**src/sv/npc_pkg.sv**
```systemverilog
// types, constants and palette helpers for the nearest palette colour search
package npc_pkg;

  localparam int COLOR_W         = 8;
  localparam int IDX_W           = 8;
  localparam int DIST_W          = 18;
  localparam int LANES           = 4;
  localparam int DEFAULT_ENTRIES = 256;
  localparam int CUBE_FIRST      = 16;
  localparam int CUBE_LAST       = 231;
  localparam int CUBE_SIDE       = 6;
  localparam int LEVEL_MAX       = 255;
  localparam int LEVEL_DIV       = 5;

  localparam logic [COLOR_W-1:0] COARSE_MASK = 8'hFC;
  localparam logic [DIST_W-1:0]  DIST_NONE   = '1;

  typedef struct packed {
    logic [COLOR_W-1:0] red;
    logic [COLOR_W-1:0] green;
    logic [COLOR_W-1:0] blue;
  } rgb_t;

  typedef struct packed {
    rgb_t               pixel;
    logic [IDX_W-1:0]   index;
    rgb_t               color;
    logic [DIST_W-1:0]  distance;
  } search_t;

  localparam rgb_t BASIC_COLORS [16] = '{
    '{8'd0,   8'd0,   8'd0},   '{8'd255, 8'd255, 8'd255},
    '{8'd255, 8'd0,   8'd0},   '{8'd0,   8'd255, 8'd0},
    '{8'd0,   8'd0,   8'd255}, '{8'd255, 8'd255, 8'd0},
    '{8'd255, 8'd0,   8'd255}, '{8'd0,   8'd255, 8'd255},
    '{8'd128, 8'd128, 8'd128}, '{8'd192, 8'd192, 8'd192},
    '{8'd64,  8'd64,  8'd64},  '{8'd255, 8'd128, 8'd0},
    '{8'd128, 8'd0,   8'd128}, '{8'd0,   8'd128, 8'd0},
    '{8'd0,   8'd0,   8'd128}, '{8'd128, 8'd128, 8'd0}
  };

  function automatic logic [COLOR_W-1:0] cube_level(input int k);
    return COLOR_W'((k * LEVEL_MAX) / LEVEL_DIV);
  endfunction

  // basic colours and cube entries; grays are built where the size is known
  function automatic rgb_t level_color(input int idx);
    int   j;
    rgb_t c;
    if (idx < CUBE_FIRST) begin
      c = BASIC_COLORS[idx[3:0]];
    end else begin
      j = idx - CUBE_FIRST;
      c.red   = cube_level(j / (CUBE_SIDE * CUBE_SIDE));
      c.green = cube_level((j / CUBE_SIDE) % CUBE_SIDE);
      c.blue  = cube_level(j % CUBE_SIDE);
    end
    return c;
  endfunction

endpackage

```
**src/sv/npc_stage.sv**
```systemverilog
// one search stage: compares the pixel with a group of palette entries
module npc_stage #(
  parameter int FIRST           = 0,
  parameter int PALETTE_ENTRIES = npc_pkg::DEFAULT_ENTRIES
) (
  input  logic             clk,
  input  logic             rst,
  input  logic             in_valid,
  output logic             in_ready,
  input  npc_pkg::search_t in_data,
  output logic             out_valid,
  input  logic             out_ready,
  output npc_pkg::search_t out_data
);
  import npc_pkg::*;

  logic [DIST_W-1:0] lane_dist  [LANES];
  rgb_t              lane_color [LANES];
  logic [IDX_W-1:0]  lane_idx   [LANES];
  search_t           merged;

  function automatic logic [COLOR_W-1:0] abs_diff(input logic [COLOR_W-1:0] a,
                                                  input logic [COLOR_W-1:0] b);
    return (a > b) ? (a - b) : (b - a);
  endfunction

  for (genvar lane = 0; lane < LANES; lane++) begin : g_lane
    localparam int   IDX        = FIRST + lane;
    localparam int   GRAY       = (IDX * LEVEL_MAX) / (PALETTE_ENTRIES - 1);
    localparam rgb_t GRAY_COLOR = '{red: COLOR_W'(GRAY), green: COLOR_W'(GRAY),
                                    blue: COLOR_W'(GRAY)};
    localparam rgb_t COLOR      = (IDX > CUBE_LAST) ? GRAY_COLOR : level_color(IDX);

    assign lane_color[lane] = COLOR;
    assign lane_idx[lane]   = IDX_W'(IDX);

    if (IDX < PALETTE_ENTRIES) begin : g_used
      logic [COLOR_W-1:0]   dr, dg, db;
      logic [2*COLOR_W-1:0] sr, sg, sb;
      assign dr = abs_diff(in_data.pixel.red,   COLOR.red);
      assign dg = abs_diff(in_data.pixel.green, COLOR.green);
      assign db = abs_diff(in_data.pixel.blue,  COLOR.blue);
      assign sr = dr * dr;
      assign sg = dg * dg;
      assign sb = db * db;
      assign lane_dist[lane] = DIST_W'(sr) + DIST_W'(sg) + DIST_W'(sb);
    end else begin : g_unused
      assign lane_dist[lane] = DIST_NONE;
    end
  end

  // strict compares keep the lowest index on ties
  always_comb begin
    merged = in_data;
    for (int l = 0; l < LANES; l++) begin
      if (lane_dist[l] < merged.distance) begin
        merged.distance = lane_dist[l];
        merged.index    = lane_idx[l];
        merged.color    = lane_color[l];
      end
    end
  end

  assign in_ready = !out_valid || out_ready;

  always_ff @(posedge clk) begin
    if (rst) begin
      out_valid <= 1'b0;
    end else if (in_ready) begin
      out_valid <= in_valid;
    end
  end

  always_ff @(posedge clk) begin
    if (in_ready && in_valid) begin
      out_data <= merged;
    end
  end

endmodule

```
**config.mk**
```make
export PLATFORM = sky130hd
export DESIGN_NAME = npc_stage
export DESIGN_NICKNAME = d
export VERILOG_FILES = /design/src/sv/npc_pkg.sv /design/src/sv/npc_stage.sv
export SDC_FILE = /design/constraint.sdc
export NUM_CORES = 1
export LEC_CHECK = 0
export ABC_AREA = 0
export BUFFER_PORTS_ARGS = -buffer_cell sky130_fd_sc_hd__buf_4
export CAP_MARGIN = 20
export CELL_PAD_IN_SITES_DETAIL_PLACEMENT = 0
export CELL_PAD_IN_SITES_GLOBAL_PLACEMENT = 1
export CORE_ASPECT_RATIO = 1.1
export CORE_MARGIN = 1
export CORE_UTILIZATION = 44
export CTS_BUF_LIST = sky130_fd_sc_hd__clkbuf_4
export DETAILED_ROUTE_END_ITERATION = 8
export PLACE_DENSITY_LB_ADDON = 0.25
export RECOVER_POWER = 50
export SLEW_MARGIN = 20
export SYNTH_ARGS = -nofsm -noshare
export SYNTH_HDL_FRONTEND = slang
export SYNTH_SLANG_ARGS = --single-unit
```
**constraint.sdc**
```tcl
create_clock -name clk -period 17 [get_ports clk]
set_input_delay 1.7 -clock clk [delete_from_list [all_inputs] [get_ports clk]]
set_output_delay 1.7 -clock clk [all_outputs]
set_load 0.02 [all_outputs]
```
Word-level counts from Yosys, hierarchy flattened

Index checks and enable logic that the tools add are counted.

Add/sub/neg operators: 17
Multiply operators: 6
Magnitude comparators: 10
Mux-type cells: 10
Reduce and logical (&&, ||, !) cells: 5

Operator list:

| cell                  | number |
|---|---|
| $mul A8 B8 Y16        | 6 |
| $mux W44              | 2 |
| $add A17 B16 Y18      | 4 |
| $lt A18 B18 Y1        | 4 |
| $add A16 B16 Y17      | 4 |
| $mux W8               | 6 |
| $mux W43              | 1 |
| $gt A8 B1 Y1 const B  | 3 |
| $gt A8 B8 Y1 const B  | 3 |
| $sub A1 B8 Y8 const A | 3 |
| $sub A8 B8 Y8 const A | 3 |
| $sub A8 B8 Y8 const B | 3 |
| $mux W18              | 1 |
| $reduce_or A4 Y1      | 1 |
| $reduce_or A2 Y1      | 1 |
| $logic_and A1 B1 Y1   | 1 |
| $logic_not A1 Y1      | 1 |
| $logic_or A1 B1 Y1    | 1 |

Register bits after elaboration: 75
Bits of input ports: 78
Logic and storage cells: 59

Longest topological paths before layout

Gate-level depths: netlist of the first run.

Depth in word-level cells: 13
Mapped depth: 81
Mapped depth without buffers: 73

Worst setup path after synthesis of the first run

OpenSTA, ideal clock, no wires.

Kind: input-to-reg
Start point: in in_data[50] (netlist bit)
End point: reg out_data[10] (netlist bit), data pin
Data arrival time: 16489 ps
Required time: 16731 ps
Path slack: 242 ps
Cell stages on the path: 73
Cell sequence: inv_1 > ha_1 > nand4_1 > a21oi_1 > nor2_1 > or2_2 > fa_1 > inv_1 > fa_1 > ha_1 > inv_1 > fa_1 > inv_1 > ha_1 > nor2b_1 > o21ai_0 > a21boi_0 > o21ai_0 > [37 not listed] > nor2_4 > buf_4 > mux2i_1 > ha_1 > a21o_1 > a21o_1 > a21o_1 > a21o_1 > a21o_1 > a21oi_1 > o211a_1 > nor2_1 > o41a_1 > o21ai_2 > a21boi_2 > buf_6 > buf_6 > mux2i_1

RTL lines:

| element              | line            | text |
|---|---|---|
| from (decl)          | npc_stage.sv:10 | `input npc_pkg::search_t in_data,` |
| to (signal assigned) | npc_stage.sv:76 | `out_data <= merged;` |
| to (decl)            | npc_stage.sv:13 | `output npc_pkg::search_t out_data` |

==> results of run 1 <==
## area by class of cell
type | count | area (sq um)
inverters | 517 | 1940
diodes | 2 | 5.00
flip-flops and latches | 75 | 2240
fillers | 4019 | 20300
multi-input cells | 1470 | 14200
clock inverters | 7 | 76.3
clock buffers | 9 | 67.6
repair buffers | 232 | 1660
well taps | 560 | 701
## synthesized netlist by cell type (4+ instances only)
cell type	count
sky130_fd_sc_hd__inv_1	514
sky130_fd_sc_hd__ha_1	299
sky130_fd_sc_hd__fa_1	226
sky130_fd_sc_hd__nor2_1	191
sky130_fd_sc_hd__a21oi_1	133
sky130_fd_sc_hd__nand2_1	105
sky130_fd_sc_hd__xnor2_1	95
sky130_fd_sc_hd__edfxtp_1	74
sky130_fd_sc_hd__o21ai_0	56
sky130_fd_sc_hd__a21o_1	47
sky130_fd_sc_hd__mux2i_1	38
sky130_fd_sc_hd__o21bai_1	38
sky130_fd_sc_hd__xor2_1	38
sky130_fd_sc_hd__clkbuf_1	34
sky130_fd_sc_hd__nor3_1	20
sky130_fd_sc_hd__or2_2	17
sky130_fd_sc_hd__nor2b_1	15
sky130_fd_sc_hd__and2_1	13
sky130_fd_sc_hd__a21boi_0	12
sky130_fd_sc_hd__nand2b_1	11
sky130_fd_sc_hd__nand4_1	11
sky130_fd_sc_hd__mux2_2	10
sky130_fd_sc_hd__o21a_1	8
sky130_fd_sc_hd__nand3_1	7
sky130_fd_sc_hd__a31oi_1	6
sky130_fd_sc_hd__a211oi_1	5
sky130_fd_sc_hd__and3_1	4
sky130_fd_sc_hd__o2111ai_1	4
sky130_fd_sc_hd__o31ai_1	4
## routing by layer
| metal | global-route usage (%) | wire (microns) | vias up |
|---|---|---|---|
| met5 | 0 | 0 | - |
| met4 | 6.82 | 1120 | 0 |
| met3 | 2.88 | 2040 | 54 |
| met2 | 43.8 | 25300 | 284 |
| met1 | 32.4 | 22600 | 7009 |
| li1 | - | - | 7071 |
## per-stage QoR
step	util (%)	instance area [sq um]	hold WS (ns)	setup TNS [ns]
6_report	50.7	20900	0.540	0
4_1_cts	50.4	20800	0.558	0
2_1_floorplan	-	18400	0.729	0
3_5_place_dp	50.1	20600	0.536	-1.11
5_1_grt	50.7	20900	0.585	-0.0328
3_3_place_gp	50.1	20600	0.510	0
## critical path: cells and delay by family
family,cells,cell delay [ns]
XOR/XNOR,1,0.24
adder cells (fa/ha/maj),11,4.00
AND/OR/NAND/NOR,16,2.48
AO/OA/AOI/OAI,27,5.16
buffers and inverters,15,2.39
multiplexers,2,0.47
## sequential cells by signal, indices dropped and copies added (netlist names)
register	count
out_data	74
out_valid	1
## kinds of logic (layout without fill, tap and decap cells)
kind of cell | Yosys count | in the layout
buffers and inverters | 559 | 765
adder cells (fa/ha/maj) | 525 | 525
AND/OR/NAND/NOR | 403 | 403
AO/OA/AOI/OAI | 349 | 349
XOR/XNOR | 133 | 133
flip-flops | 75 | 75
multiplexers | 50 | 50
other | 2 | 12
## how the worst max path moves through the flow
stage	startpoint	to	slack, ns	cells past startpoint
6_report	in_data[62]	out_data[14]$_DFFE_PP_	0.92	72
5_1_grt	in_data[52]	out_data[6]$_DFFE_PP_	-0.02	73
4_1_cts	in_data[70]	out_data[6]$_DFFE_PP_	0.54	65
3_5_place_dp	in_data[70]	out_data[6]$_DFFE_PP_	-0.08	65
3_3_place_gp	in_data[70]	out_data[9]$_DFFE_PP_	0.04	63
2_1_floorplan	in_data[50]	out_data[10]$_DFFE_PP_	0.24	73
## what timing repair did
item / 4_1_cts / 5_1_grt
gates resized for setup: 0 / 41
endpoints found under the setup margin: 0 / 49
setup buffers: 0 / 2
hold buffers: 0 / 0
==> results.txt, run 1 <==
- Run status: finished, violations left
- Failing checks: max-capacitance violations, max-slew violations
- After detailed routing, the number of vias per cell comes to 5.02.
* Kind of end point of the critical path: flop
- After synthesis the cells add up to 0.0183 sq mm.
- During placement, the flow inserted port buffers numbering 153.
- The count of nets left with antenna violations once routing finished came out at 0.
* Post-layout net count: 2908
- Detailed-placement wirelength estimate: 44700 microns
- Summed over its instances, the top area cell type makes up 24.7% of the synthesized netlist area.
- For this design the top-level I/O count stands at 154.
* Delay of the slowest critical-path stage: 0.55 ns
- Starting Density: 44.5%
- Via count: 14400
- Synth Instances: 2096
* Slew Limit Headroom: -109%
- The congestion estimate from routability-driven global placement came to 0.943.
* Xor and xnor area share after synthesis: 6.35%
* Worst Path Arrival: 16.49 ns
- The tree is rooted in a sky130_fd_sc_hd__clkbuf_4.
- In this run the worst hold path is classified as reg -> reg.
- Setup violations remaining at the end of the flow were counted as 0.
- Maximum fanout encountered on the critical timing path: 30
- Yosys printed 0 warnings.
- R2r endpoint: out_data[47]$_SDFFCE_PP0P_
- For hold timing, the worst endpoint is out_valid$_SDFFE_PP0N_.
- sky130_fd_sc_hd__fa_1 takes more of the synthesized area than any other cell.
* Final period util: 94.6%
- Number of cells on the worst hold path: 2
- Of the cells placed in the final design, the portion with a size suffix greater than 1 is 13.1%.
* Synthesized-area fraction occupied by adder cells: 45.1%
- The number of slew-limit violations in the final report came to 77.
- Max clock buf depth: 2
- The first global-routing pass estimated 80500 microns of wire.
* Worst clock skew: 0.0133 ns
* WS Path Type: in -> reg
- After floorplanning, the core was divided into 78 placement rows.
- Of the total synthesized cell area, the portion taken by AND, OR, NAND and NOR gates is 9.62%.
* DRT iter0 DRCs: 672
* Final instance count without filler cells: 2872
- Relative to the synthesized area, the layout overhead comes to 13.8%.
- Vias in the first global route: 14800
- Post-Place Setup Slack: -0.0788 ns
- Initial antenna violation count: 2
* Required time reported for the critical path endpoint: 17.41 ns
* Number of library cell types mapped by synthesis: 68
- Area of the die: 0.0425 sq mm
- Leaving out fill and tap cells, the most frequent cells in the layout are sky130_fd_sc_hd__inv_1, sky130_fd_sc_hd__ha_1, sky130_fd_sc_hd__fa_1.
- Number of maximum-capacitance violations: 2
* Sequential-to-total area share from yosys stat: 12.2%
* CP max stage cell: sky130_fd_sc_hd__fa_1
* Total length of routed wires: 51000 microns
- Maximum number of pins on one net before global-route repair: 55
- Clock input transition at the sequential cells of the worst setup and hold paths: 0.16 ns
- Synthesis inferred 75 register bits.
* CTS sink count: 75
- Number of buffers created by CTS: 9
- Worst-margin pin slew: 3.13 ns
* Average cell area after synthesis: 8.75 sq um
- Final-report hold violation count: 0
- Based on the critical path, the design can be clocked at up to 62.2 MHz.
- Die extent in y: 216 microns
* Complex-gate fraction of the synthesized area: 12.2%
* Least setup slack across all paths after layout: 0.920 ns
* Post-DR wirelength/cell: 17.8 microns
* Most common cell after layout, fill and taps aside: sky130_fd_sc_hd__inv_1
* Core Footprint: 0.0412 sq mm
- EDFF count, synth: 74
- Clock latency on the worst-skew pair, taken at its later pin, is 0.56 ns.
* Cells after DPL: 2852
- Fin crit period: 16.08 ns
- TritonCTS built the clock tree.
- Ranking of synthesized cells by area: sky130_fd_sc_hd__fa_1, sky130_fd_sc_hd__ha_1, sky130_fd_sc_hd__edfxtp_1
- Source of the worst register-to-register timing path: out_valid$_SDFFE_PP0N_
- Post-synthesis async set-or-reset flop share: 0%
- The worst hold path begins at out_valid$_SDFFE_PP0N_.
- The portion of synthesized area spent on multiplexers is 2.83%.
* Htree depth: 3
- Die Wd: 197 microns
* Minimum setup slack among reg-to-reg paths: 12.49 ns
* Number of remaining DRC errors: 0
- The worst setup path is launched from a primary input.
- Counting cells, the worst reg-to-reg path comes to 3.
- Overflow after GRT: 0
- The pre-antenna-repair detailed-routing pass consisted of 5 iterations.
* Commonest register cell after synthesis: sky130_fd_sc_hd__edfxtp_1
- Global routing used 25.0% of the available tracks across all layers.
- Dominant combinational cell family by area after synthesis: adder cells
Power of run 1 is left out: the tool's default activity adds up to more than one toggle a clock period on the data nets, which glitch-free logic cannot reach.
==> inputs of run 2 (changes only) <==
--- a/config.mk
+++ b/config.mk
@@ -15,3 +15,2 @@
 export CORE_UTILIZATION = 44
-export CTS_BUF_LIST = sky130_fd_sc_hd__clkbuf_4
 export DETAILED_ROUTE_END_ITERATION = 8
==> constraint.sdc (replaced) <==
create_clock -name clk -period 17 [get_ports clk]
set_input_delay 0 -clock clk [delete_from_list [all_inputs] [get_ports clk]]
set_output_delay 0 -clock clk [all_outputs]
set_load 0.02 [all_outputs]
==> run 2 against run 1 <==
The flow still finishes with violations (max-capacitance violations, max-slew violations). Sequential share of layout area about the same. Register-to-register slack better by 1.7 ns. Clock skew down 0.0041 ns. Count of clock-buffer cells in the layout unchanged. Wire length down 1.2%. Critical path depth down 8. First-iteration DRC count up 2.8%. Global-route usage down 0.20 points. Die area unchanged. Non-clock buffer count up 6. Sequential cell count unchanged. Hold slack worse by 0.15 ns.
==> results.txt, run 2 (synthesis gave the netlist of run 1 again) <==
- Maximum number of pins on one net before global-route repair: 59
- Number of maximum-capacitance violations: 1
* DRT iter0 DRCs: 691
- Clock tree synthesis selected as its root buffer the cell sky130_fd_sc_hd__clkbuf_16.
* Worst clock skew: 0.00918 ns
- CP max stage cell: sky130_fd_sc_hd__fa_1
- Area added between synthesis and finish: 14.3%
- FP Rows: 78
* Most common cell after layout, fill and taps aside: sky130_fd_sc_hd__inv_1
* TritonCTS clock tree: yes
- Post-Place Setup Slack: 0.179 ns
- In this run the tool buffered the top-level ports with 153 buffer cells.
- From bottom edge to top edge, the die measures 216 microns.
- Clock latency on the worst-skew pair, taken at its later pin, is 0.40 ns.
- The count of final hold-check violations was 0.
* Via density per instance: 5.01
* Number of top-level pins: 154
* Worst Reg-to-Reg Cells: 3
- The floorplan step defined a die boundary enclosing 0.0425 sq mm.
- At the end of routability-driven placement, the weighted congestion stood at 0.986.
- Required time reported for the critical path endpoint: 17.12 ns
- The final reports fail on max-capacitance violations, max-slew violations.
* Core Footprint: 0.0412 sq mm
- Once the floorplan was initialized, standard cells occupied 44.5% of the core.
* Max clock buf depth: 2
* Clock input transition at the sequential cells of the worst setup and hold paths: 0.07 ns
- # setup viols final: 0
- Number of diodes: 0
- Summed over all layers, the global routing overflow is 0.
- The largest registers in the layout are out_data x74, out_valid x1.
* Final period util: 94.8%
- WS Path Type: in -> reg
- The most numerous cell type found on the critical path is sky130_fd_sc_hd__fa_1.
- Total length of routed wires: 50500 microns
- The routed layout has 14400 vias.
- The register with the most flip-flops in the layout has 74 of them.
- After detailed routing, the average wire length per cell comes to 17.5 microns.
* ANT nets after route: 0
- The number of slew-limit violations in the final report is 18.
* Worst Path Arrival: 16.23 ns
- Post-layout net count: 2914
- Least setup slack across all paths after layout: 0.886 ns
- Kind of end point of the critical path: flop
- Hold/Removal Path Class: in -> reg
* Maximum fanout encountered on the critical timing path: 30
* Slew Limit Headroom: -2.09%
- TritonCTS created 9 clock buffers.
- Register bank with the most flops: out_data
- Fin crit period: 16.11 ns
- Fraction of layout instances using a drive strength above 1: 7.60%
* Number of remaining DRC errors: 0
- The flow ran to the end, but the final reports show violations.
- Worst-margin pin slew: 1.53 ns
* Number of cells on the worst hold path: 4
* Global Route Usage Sum: 24.8%
* Global-route wire length before repair: 79400 microns
- Initial antenna violation count: 0
* Max Freq: 62.1 MHz
- Htree depth: 3
- Detailed placement ended at an HPWL of 43300 microns.
- CTS saw 75 sinks.
* Vias in the first global route: 14700
- The die is 197 microns wide.
- Type of origin of the critical path: primary input
* Delay of the slowest critical-path stage: 0.55 ns
- Most frequent cells in the layout: sky130_fd_sc_hd__inv_1, sky130_fd_sc_hd__ha_1, sky130_fd_sc_hd__fa_1
- Iteration count of the initial detailed-routing pass: 6
run 2: changes by cell type in the layout (fill, tap and decap cells not counted), moves of 9 or more:
cell	change
sky130_fd_sc_hd__buf_4	-108
sky130_fd_sc_hd__clkbuf_1	+57
sky130_fd_sc_hd__clkbuf_16	+9
sky130_fd_sc_hd__clkbuf_4	-10
sky130_fd_sc_hd__dlygate4sd3_1	+58
sky130_fd_sc_hd__nor2_1	+10
sky130_fd_sc_hd__nor2_2	-10
run 2: cell type report:
type	count	area, sq um
flip-flops and latches	75	2240
clock inverters	7	76.3
repair buffers	238	1640
inverters	517	1950
well taps	560	701
clock buffers	9	225
multi-input cells	1470	14100
fillers	4048	20200
run 2: path summary, 6_finish.rpt:
check / start / to / slack, ns
setup / recovery: in_data[73] / out_data[11]$_DFFE_PP_ / 0.89
hold / removal: in_valid / out_valid$_SDFFE_PP0N_ / 0.39
setup reg to reg: out_valid$_SDFFE_PP0N_ / out_data[47]$_SDFFCE_PP0P_ / 14.19
hold reg to reg: out_valid$_SDFFE_PP0N_ / out_valid$_SDFFE_PP0N_ / 1.07
run 2: worst max-delay path, delay by kind of cell:
family	cells	cell delay (ns)
AND/OR/NAND/NOR	11	1.97
buffers and inverters	11	2.18
AO/OA/AOI/OAI	24	5.30
adder cells (fa/ha/maj)	13	5.56
multiplexers	2	0.42
XOR/XNOR	3	0.72
run 2: metrics by stage:
| step | cell area [sq um] | hold WS (ns) | setup TNS, ns | std cells | util, % |
|---|---|---|---|---|---|
| 2_1_floorplan | 18400 | 0.0691 | 0 | 2104 | - |
| 3_3_place_gp | 20200 | 0.158 | 0 | 2799 | 49.1 |
| 3_5_place_dp | 20200 | 0.160 | 0 | 2799 | 49.1 |
| 4_1_cts | 21100 | 0.143 | 0 | 2873 | 51.2 |
| 5_1_grt | 20900 | 0.411 | -0.150 | 2876 | 50.9 |
| 6_report | 20900 | 0.395 | 0 | 2876 | 50.9 |
run 2: routing by layer:
metal,global-route usage [%],part of all wire (%),up-vias
met2,42.2,48,293
met3,2.10,3.5,58
li1,-,-,7085
met5,0,0,-
met1,32.3,45,6967
met4,10.3,3.7,0
run 2: what timing repair did:
action	in CTS	in global routing
hold buffers	58	0
resized for setup	0	25
setup buffers	0	3
setup endpoints to repair	0	50
endpoints found under the hold margin	57	0
Power of run 2 is left out for the same reason.
==> inputs of run 3 (changes only) <==
==> constraint.sdc (replaced) <==
create_clock -name clk -period 17 [get_ports clk]
set_input_delay 0.85 -clock clk [delete_from_list [all_inputs] [get_ports clk]]
set_output_delay 0.85 -clock clk [all_outputs]
set_load 0.02 [all_outputs]
==> run 3 against run 2 <==
The run still ends with max-capacitance violations, max-slew violations left. Sequential cell count is the same. First-iteration DRC count fell by 22%. Wire length is 0.77% lower. Critical path depth is 4 higher. Critical path type unchanged. Critical endpoint is now out_data[10]$_DFFE_PP_. Highest routed layer unchanged.
==> results.txt, run 3 (synthesis gave the netlist of run 1 again) <==
- Run status: finished, violations left
- Failing checks: max-capacitance violations, max-slew violations
- Dividing the detail-routed via count by the number of cells gives 5.02.
- The tree is rooted in a sky130_fd_sc_hd__clkbuf_16.
* Iteration count of the initial detailed-routing pass: 5
* Initial antenna violation count: 0
- The clock passes through at most 2 buffers.
* CTS sink count: 75
- Number of remaining DRC errors: 0
- Htree depth: 3
* Hold/Removal Path Class: reg -> reg
- Number of maximum-capacitance violations: 1
- The clock arrives with 0.0257 ns of skew.
* Final instance count without filler cells: 2832
* Start point of the worst min-delay path: out_valid$_SDFFE_PP0N_
- Terminating pin of the worst hold path: out_valid$_SDFFE_PP0N_
* Minimum setup slack among reg-to-reg paths: 14.13 ns
- Area added between synthesis and finish: 11.6%
* Starting Density: 44.5%
- Die extent in y: 216 microns
- Uppermost routed layer: met4
- Required time reported for the critical path endpoint: 17.23 ns
- Fin. max-slew vios: 19
- Max Freq: 61.7 MHz
- ANT nets after route: 0
* Delay of the slowest critical-path stage: 0.54 ns
- Worst Reg-to-Reg Cells: 3
- Leaving out fill and tap cells, the most frequent cell in the layout is sky130_fd_sc_hd__inv_1.
* Total length of routed wires: 50100 microns
- Final design utilization: 49.7%
* Area of the die: 0.0425 sq mm
* Slew Limit Headroom: -10.2%
- DRT iter0 DRCs: 539
- Routability-driven placement finished with a final weighted congestion of 0.936.
* Number of top-level pins: 154
- Core Footprint: 0.0412 sq mm
- R2r endpoint: out_data[33]$_SDFFCE_PP1P_
- The total overflow left after global routing is 0.
- The number of hold buffers added after CTS was 0.
* Worst Path Arrival: 16.43 ns
- Detailed placement ended at an HPWL of 43600 microns.
* Register bank with the most flops: out_data
* Max FFs per register: 74
- Fin crit period: 16.20 ns
- Setup violations remaining at the end of the flow were counted as 0.
- Routed length on met1: 23000 microns
* Fraction of layout instances using a drive strength above 1: 8.63%
- DR WL met2: 24300 microns
- Global-route wire length before repair: 78400 microns
* Number of cells on the worst hold path: 2
- In the final layout, the registers with the most flip-flops are out_data x74, out_valid x1.
- Including well taps, the total number of placed cells is 2811.
- TritonCTS clock tree: yes
- After clock tree synthesis, the clock-pin slew on the worst setup and hold paths is 0.07 ns.
* Via count: 14200
- Number of buffers created by CTS: 9
* Type of origin of the critical path: primary input
- Insertion delay of the later-clocked pin in the worst-skew pair: 0.41 ns
- Row generation in the floorplan step produced 78 rows.
- The worst path uses 95.3% of the clock period.
- The count of buffers added on input and output ports is 153.
* Source of the worst register-to-register timing path: out_valid$_SDFFE_PP0N_
- WS Path Type: in -> reg
- The number of antenna diodes in the final layout is 0.
- Wire length on met3: 1430 microns
* Post-DR wirelength/cell: 17.7 microns
* Most frequent cells in the layout: sky130_fd_sc_hd__inv_1, sky130_fd_sc_hd__ha_1, sky130_fd_sc_hd__fa_1
* Vias in the first global route: 14500
* CP max stage cell: sky130_fd_sc_hd__fa_1
* Kind of end point of the critical path: flop
* Die Wd: 197 microns
* Post-layout net count: 2870
- Entering global routing, the biggest net connects 58 pins.
- Fill cells in the final layout number 4064.
- Of all nets on the critical path, the largest fanout is 34.
- At the pin with the least slew margin, the transition time is 1.65 ns.
* Final-report hold violation count: 0
- The most numerous cell type found on the critical path is sky130_fd_sc_hd__inv_1.
* Global Route Usage Sum: 24.3%
## run 3: changes by cell type in the layout (fill, tap and decap cells not counted), sizes merged
cell / change
clkinvlp: -3
clkbuf: -7
clkinv: +5
inv: -2
buf: +21
dlygate4sd3: -58
## run 3: worst max path at each step
stage	start	to	slack [ns]
floorplan	in_data[50]	out_data[10]$_DFFE_PP_	1.09
global placement	in_data[66]	out_data[5]$_DFFE_PP_	0.43
detailed placement	in_data[59]	out_data[10]$_DFFE_PP_	0.17
CTS	in_data[59]	out_data[10]$_DFFE_PP_	0.50
global route	in_data[59]	out_data[10]$_DFFE_PP_	-0.04
finish	in_data[66]	out_data[10]$_DFFE_PP_	0.80
## run 3: what timing repair did
action	4_1_cts	5_1_grt
setup buffers	0	5
endpoints found under the setup margin	0	50
hold endpoints to repair	0	0
gates resized for setup	0	20
## run 3: area by class of cell
class,instances,area [sq um],area share (%)
Clock buffer,9,225,1.10
Clock inverter,7,81.3,0.398
Inverter,517,1940,9.49
Multi-Input combinational cell,1470,14100,68.8
Sequential cell,75,2240,11.0
Tap cell,560,701,3.43
Timing Repair Buffer,194,1190,5.82
## run 3: metrics by stage
step                      area (sq um)  TNS (ns)  setup WS, ns  hold slack (ns)
final                            20500         0         0.802            0.530
after global routing             20500   -0.0679       -0.0426            0.567
after CTS                        20600         0         0.497            0.544
after detailed placement         20300         0         0.172            0.531
after global placement           20300         0         0.429            0.509
after floorplan                  18400         0          1.09            0.729
## run 3: worst max-delay path, delay by kind of cell
family | cells | cell delay [ns]
fa+ha+maj | 14 | 5.62
simple gates | 12 | 1.57
xor+xnor | 2 | 0.87
mux | 3 | 0.84
compound gates | 20 | 4.40
buf+inv | 17 | 2.19
## run 3: per-layer routing
layer,GRT usage (%),up-vias
met5,0,-
met4,7.39,0
met3,2.54,54
met2,42.3,261
met1,31.7,6888
li1,-,7003
Power of run 3 is left out for the same reason.
